<file path="src/hdl/bpc_pkg.sv">
package bpc_pkg;

  // Sizing of the count table
  localparam int unsigned MAX_AMOUNT = 1023;
  localparam int unsigned LIMBS      = 20;
  localparam int unsigned DEPTH      = (MAX_AMOUNT + 1) * LIMBS;

  // Field widths
  localparam int unsigned AMT_W  = 10;
  localparam int unsigned LIMB_W = 14;
  localparam int unsigned POS_W  = 5;

  // Derived widths
  localparam int unsigned N_W    = $clog2(MAX_AMOUNT + 1);
  localparam int unsigned CMP_W  = (N_W > AMT_W) ? N_W : AMT_W;
  localparam int unsigned LIDX_W = (LIMBS > 1) ? $clog2(LIMBS) : 1;
  localparam int unsigned ADDR_W = $clog2(DEPTH);

  localparam logic [LIMB_W-1:0] LIMB_BASE = LIMB_W'(10000);

  // Read-modify-write request for one limb of the destination entry
  typedef struct packed {
    logic              valid;
    logic              first;
    logic [ADDR_W-1:0] addr;
  } add_req_t;

  // Table write port
  typedef struct packed {
    logic              we;
    logic [ADDR_W-1:0] addr;
    logic [LIMB_W-1:0] data;
  } mem_wr_t;

endpackage

</file>
<file path="src/hdl/bpc_adder.sv">
module bpc_adder (
  input  logic                          clk_i,
  input  logic                          rst_ni,
  input  bpc_pkg::add_req_t             req_i,
  input  logic [bpc_pkg::LIMB_W-1:0]    dst_i,
  input  logic [bpc_pkg::LIMB_W-1:0]    src_i,
  output bpc_pkg::mem_wr_t              wr_o
);

  logic                          valid_q;
  logic                          first_q;
  logic [bpc_pkg::ADDR_W-1:0]    addr_q;
  logic                          carry_q;
  logic                          carry_d;
  logic                          carry_in;
  logic [bpc_pkg::LIMB_W:0]      sum;
  logic [bpc_pkg::LIMB_W:0]      sum_wrap;

  // Hold the request while the table read is in flight
  always_ff @(posedge clk_i or negedge rst_ni) begin
    if (!rst_ni) begin
      valid_q <= 1'b0;
      first_q <= 1'b0;
      carry_q <= 1'b0;
    end else begin
      valid_q <= req_i.valid;
      first_q <= req_i.first;
      if (valid_q) begin
        carry_q <= carry_d;
      end
    end
  end

  always_ff @(posedge clk_i) begin
    addr_q <= req_i.addr;
  end

  // Add one base-10000 limb with carry; the carry restarts on limb zero
  always_comb begin
    carry_in = first_q ? 1'b0 : carry_q;
    sum      = {1'b0, dst_i} + {1'b0, src_i} + {{bpc_pkg::LIMB_W{1'b0}}, carry_in};
    sum_wrap = sum - {1'b0, bpc_pkg::LIMB_BASE};
    carry_d  = (sum >= {1'b0, bpc_pkg::LIMB_BASE});
    wr_o.we   = valid_q;
    wr_o.addr = addr_q;
    wr_o.data = carry_d ? sum_wrap[bpc_pkg::LIMB_W-1:0] : sum[bpc_pkg::LIMB_W-1:0];
  end

  a_limb_in_range: assert property (@(posedge clk_i) disable iff (!rst_ni)
    wr_o.we |-> (wr_o.data < bpc_pkg::LIMB_BASE))
    else $error("limb written back out of base-10000 range");

endmodule

</file>
<file path="config.mk">
export PLATFORM = sky130hd
export DESIGN_NAME = bpc_adder
export DESIGN_NICKNAME = d
export VERILOG_FILES = /design/src/hdl/bpc_pkg.sv /design/src/hdl/bpc_adder.sv
export SDC_FILE = /design/constraint.sdc
export NUM_CORES = 1
export LEC_CHECK = 0
export BUFFER_PORTS_ARGS = -buffer_cell sky130_fd_sc_hd__buf_2
export CELL_PAD_IN_SITES_DETAIL_PLACEMENT = 0
export CELL_PAD_IN_SITES_GLOBAL_PLACEMENT = 1
export CORE_MARGIN = 3
export CORE_UTILIZATION = 34
export CTS_BUF_LIST = sky130_fd_sc_hd__clkbuf_4
export DETAILED_ROUTE_END_ITERATION = 8
export HOLD_SLACK_MARGIN = 0.08
export PLACE_DENSITY_LB_ADDON = 0.1
export SETUP_SLACK_MARGIN = 0.15
export SKIP_CTS_REPAIR_TIMING = 1
export SLEW_MARGIN = 5
export SYNTH_ARGS = -nofsm -noshare
export SYNTH_HDL_FRONTEND = slang
export SYNTH_SLANG_ARGS = --single-unit
</file>
<file path="constraint.sdc">
create_clock -name clk_i -period 4.8 [get_ports clk_i]
set_input_delay 0.48 -clock clk_i [delete_from_list [all_inputs] [get_ports clk_i]]
set_output_delay 0.48 -clock clk_i [all_outputs]
set_load 0.03 [all_outputs]
</file>
* Yosys cells after proc, flatten, opt, wreduce, memory -nomap -nowiden
Index checks and enable logic that the tools add are counted.
** Operators by class
- Add/sub/neg operators :: 3
- Order comparisons :: 1
- Multiplexer cells :: 2
** Operator list (number)
- $add A14 B14 Y15 :: 1
- $add A15 B1 Y15 :: 1
- $ge A15 B14 Y1 const B :: 1
- $mux W14 :: 1
- $sub A14 B14 Y14 const B :: 1
- $mux W1 :: 1
** Word-level totals
- Output and inout bits :: 30
- Input port bits :: 47
- Logic and storage cells :: 10
- Bits in registers :: 18

* Longest topological paths before layout
- Depth after elaboration :: 4
- Depth in mapped cells :: 14
- Gate-level depth less buffers :: 14

* Worst setup path after synthesis
No wires, ideal clock.
- Kind :: input -> output
- Start point :: input dst_i[0] (netlist name)
- End point :: output wr_o[11] (netlist name)
- Required time :: 4320 ps
- Cell stages on the path :: 12
- Setup slack :: 634 ps
- Arrival :: 3686 ps
- Cells stage by stage :: fa_1 > inv_1 > fa_1 > nand2b_2 > a21oi_1 > xor2_1 > ha_1 > nand3b_1 > or3_4 > a311oi_4 > o21ai_1 > a221oi_1
** RTL lines
- start: declaration :: RTL line bpc_adder.sv:5 : input logic [bpc_pkg::LIMB_W-1:0] dst_i,
- end: declaration :: RTL line bpc_adder.sv:7 : output bpc_pkg::mem_wr_t wr_o

==> flow_summary.ini <==
[run_status]
status = complete, no violations

[worst_setup_path]
critPathMaxStageDelay_ns = 0.39
crit_fanout = 5
critPathArrivalTime_ns = 3.89
worst-r2r-cell-count = 14
required_ns = 4.32
worst_path_max_delay_cell = fa_1
rrSetupSlack_ns = 1.47
path_common_cell = fa_1
crit_type = register to output pin
timing.critical_path.cells = nor2_1 -> fa_1 -> inv_1 -> fa_1 -> nand2b_2 -> a21oi_1 -> xor2_1 -> ha_1 -> nand3b_1 -> or3_4 -> a311oi_4 -> buf_4 -> o21ai_4 -> mux2_4 -> buf_2
crit_path_start_kind = register
r2r_start = first_q$_DFF_PN0_
regToRegEndpoint = carry_q$_DFFE_PN0P_
critPathCaptureType = output pin

[placement]
dpl.cell_count = 298
port_buffers = 76
dpl.hpwl_um = 3300
gp_congestion = 0.801

[die]
initial_core_util = 0.362
io_pins = 77
die_w_um = 75.0
die-area_sq_um = 5630
die_h_um = 75.0
core_sq_um = 4470
row_count = 24

[layout]
fin_cells = 305
syn2layout_area_growth_pct = 28.3
finalNetCount = 318
layout-drive-gt1-share = 0.407
num_antenna_cells = 0

[synth]
syn_area_sq_um = 1620
async_reset_ff_frac = 0.167
synth_seq_cells = 18
synth_nets = 240
synth_cell_types = 58
synth_cells = 176
synth_top_area_cell = dfxtp_1
yosys.area.top_type_share = 0.185
synth_area_leaders = dfxtp_1 (19%), ha_1 (12%), dfrtp_1 (4.6%), o211ai_1 (4.6%), a21oi_1 (4.3%)
yosysSeqAreaShare = 0.232
synth_edf_count = 0
avgSynthCellArea_sq_um = 9.21
yosys_warnings = 0
ys.flop_type = dfxtp_1

[drt]
drt-initial-drc-count = 37
antenna_left = 0
vias = 1568
via_per_inst = 5.14
wl_um = 4000
drc = 0
wl_per_cell_um = 13.1
dr.pass1.iters = 4

[grt]
grt_pass1_wl_um = 6350
grt_overflow = 0
antenna_found_initial = 0
grt_max_degree = 11
track_usage = 0.139
grt_pass1_vias = 1428

[cts]
htree_levels = 1
clock_sinks = 18
insertion_delay_ns = 0.28
cts_root_buffer = clkbuf_4
cts_buffer_depth = 2
cts_tree = yes
cts_buffers = 3
path_clk_slew_ns = 0.09

[power_and_ir_drop]
p_switching_mw = 0.318
powerDensity_nw_per_um2 = 319
p_clk_frac = 0.109
p_int_mw = 0.345
power_frac_comb = 0.647
switching_share = 0.479
power_frac_seq = 0.244
power_mw = 0.663
p_leak_nw = 1.02
ir_drop_uv = 176

[timing]
finalHoldViolCount = 0
slew_headroom = 0.632
setup_viol = 0
worst_slew_pin_slew_ns = 0.551
period_share = 0.910
rsz0062_at_grt = false
maxSlewViolCount = 0
period_needed_ns = 4.37
skew_ns = 0.000203
tns_ns = 0
fmax_mhz = 229

[hold_path]
min_path_type = primary input to register
hp-start = req_i[13]
holdPathEnd = addr_q[13]$_DFF_P_
holdPathStages = 1

[job]
drv_cap = 0
[worst max-delay path by stage]
| stage | start | end | slack, ns | cells past startpoint |
|---|---|---|---|---|
| final | first_q$_DFF_PN0_ | wr_o[5] | 0.43 | 15 |
| after global routing | first_q$_DFF_PN0_ | wr_o[5] | 0.15 | 15 |
| after CTS | first_q$_DFF_PN0_ | wr_o[11] | 0.36 | 14 |
| after detailed placement | src_i[0] | wr_o[11] | 0.63 | 14 |
| after global placement | dst_i[0] | wr_o[11] | 0.69 | 14 |
| after floorplan | dst_i[0] | wr_o[11] | 0.63 | 12 |
[cells in the final DEF, fill, tap and decap left out, types with 2 or more instances in the layout]
cell type and n:
buf_2 76, ha_1 15, dfxtp_1 15, a21oi_1 14, inv_1 12, o211ai_1 10, xnor2_1 8, nor2_1 8
nand2_1 8, xor2_1 6, a211oi_1 6, a21o_1 4, nor3_1 4, nand3_1 4, o21ai_0 3, mux2i_1 3
dfrtp_1 3, clkbuf_4 3, a21oi_2 2, and3_1 2, o21ai_1 2, a211oi_2 2, a21o_2 2, nor3b_1 2
a221oi_1 2, and2_1 2, fa_1 2, buf_4 2
[per-stage QoR]
step / util / instance area, sq um / worst slack, ns / hold slack [ns]
after floorplan: - / 1620 / 0.634 / 0.184
after global placement: 0.453 / 2030 / 0.690 / 0.278
after CTS: 0.459 / 2050 / 0.356 / -0.0371
after detailed placement: 0.453 / 2030 / 0.626 / 0.278
after global routing: 0.464 / 2080 / 0.152 / 0.271
final: 0.464 / 2080 / 0.431 / 0.292
[cell families (layout without fill, tap and decap cells)]
family / after synthesis / after routing / synth area share
adder cells (fa/ha/maj): 17 / 17 / 0.141
AO/OA/AOI/OAI: 63 / 63 / 0.316
XOR/XNOR: 15 / 15 / 0.0857
multiplexers: 5 / 5 / 0.0347
AND/OR/NAND/NOR: 40 / 40 / 0.140
flip-flops: 18 / 18 / 0.232
buffers and inverters: 18 / 95 / 0.0517
[synthesized netlist by cell type (2+ instances only)]
cell type and n:
nand3_1 4, a221oi_1 2, and3_1 2, nor3b_1 2
nor3_1 4, nor2_1 8, a21oi_2 2, a21oi_1 14
o21ai_0 3, o211ai_1 10, inv_1 12, a21o_1 4
a211oi_2 2, clkbuf_1 2, buf_4 2, mux2i_1 3
o21ai_1 2, a21o_2 2, dfxtp_1 15, nand2_1 8
a211oi_1 6, and2_1 2, ha_1 15, dfrtp_1 3
fa_1 2, xnor2_1 8, xor2_1 6
[per-layer routing]
metal | track usage | wire, um
met5 | 0 | 0
met4 | 0.0119 | 14
met3 | 0.0320 | 208
met2 | 0.230 | 1880
met1 | 0.192 | 1890
[worst max-delay path: cells and delay by family, from the launching register on]
family	cells	cell delay, ns
AND/OR/NAND/NOR	4	0.75
multiplexers	1	0.31
buffers and inverters	3	0.44
adder cells (fa/ha/maj)	3	0.85
AO/OA/AOI/OAI	3	0.53
XOR/XNOR	1	0.35
flip-flops	1	0.37
[layout make-up]
type                    instances  area (sq um)
clock inverters                 1          3.75
well taps                      52          65.1
fillers                       467          2400
repair buffers                 79           405
clock buffers                   3          22.5
multi-input cells             140          1160
flip-flops and latches         18           375
inverters                      12          45.0
[state kept, by name, indices dropped and copies added (netlist names)]
name and cells:
addr_q 15, carry_q 1, first_q 1, valid_q 1
[power groups by stage]
stage                     Clock [mW]  Sequential [mW]  Combinational, mW
after floorplan                    0            0.180              0.309
after global placement             0            0.165              0.430
after detailed placement           0            0.165              0.427
after CTS                     0.0754            0.162              0.429
after global routing          0.0804            0.163              0.471
final                         0.0721            0.162              0.429
Note: power is estimated with default switching activity, not from simulation.
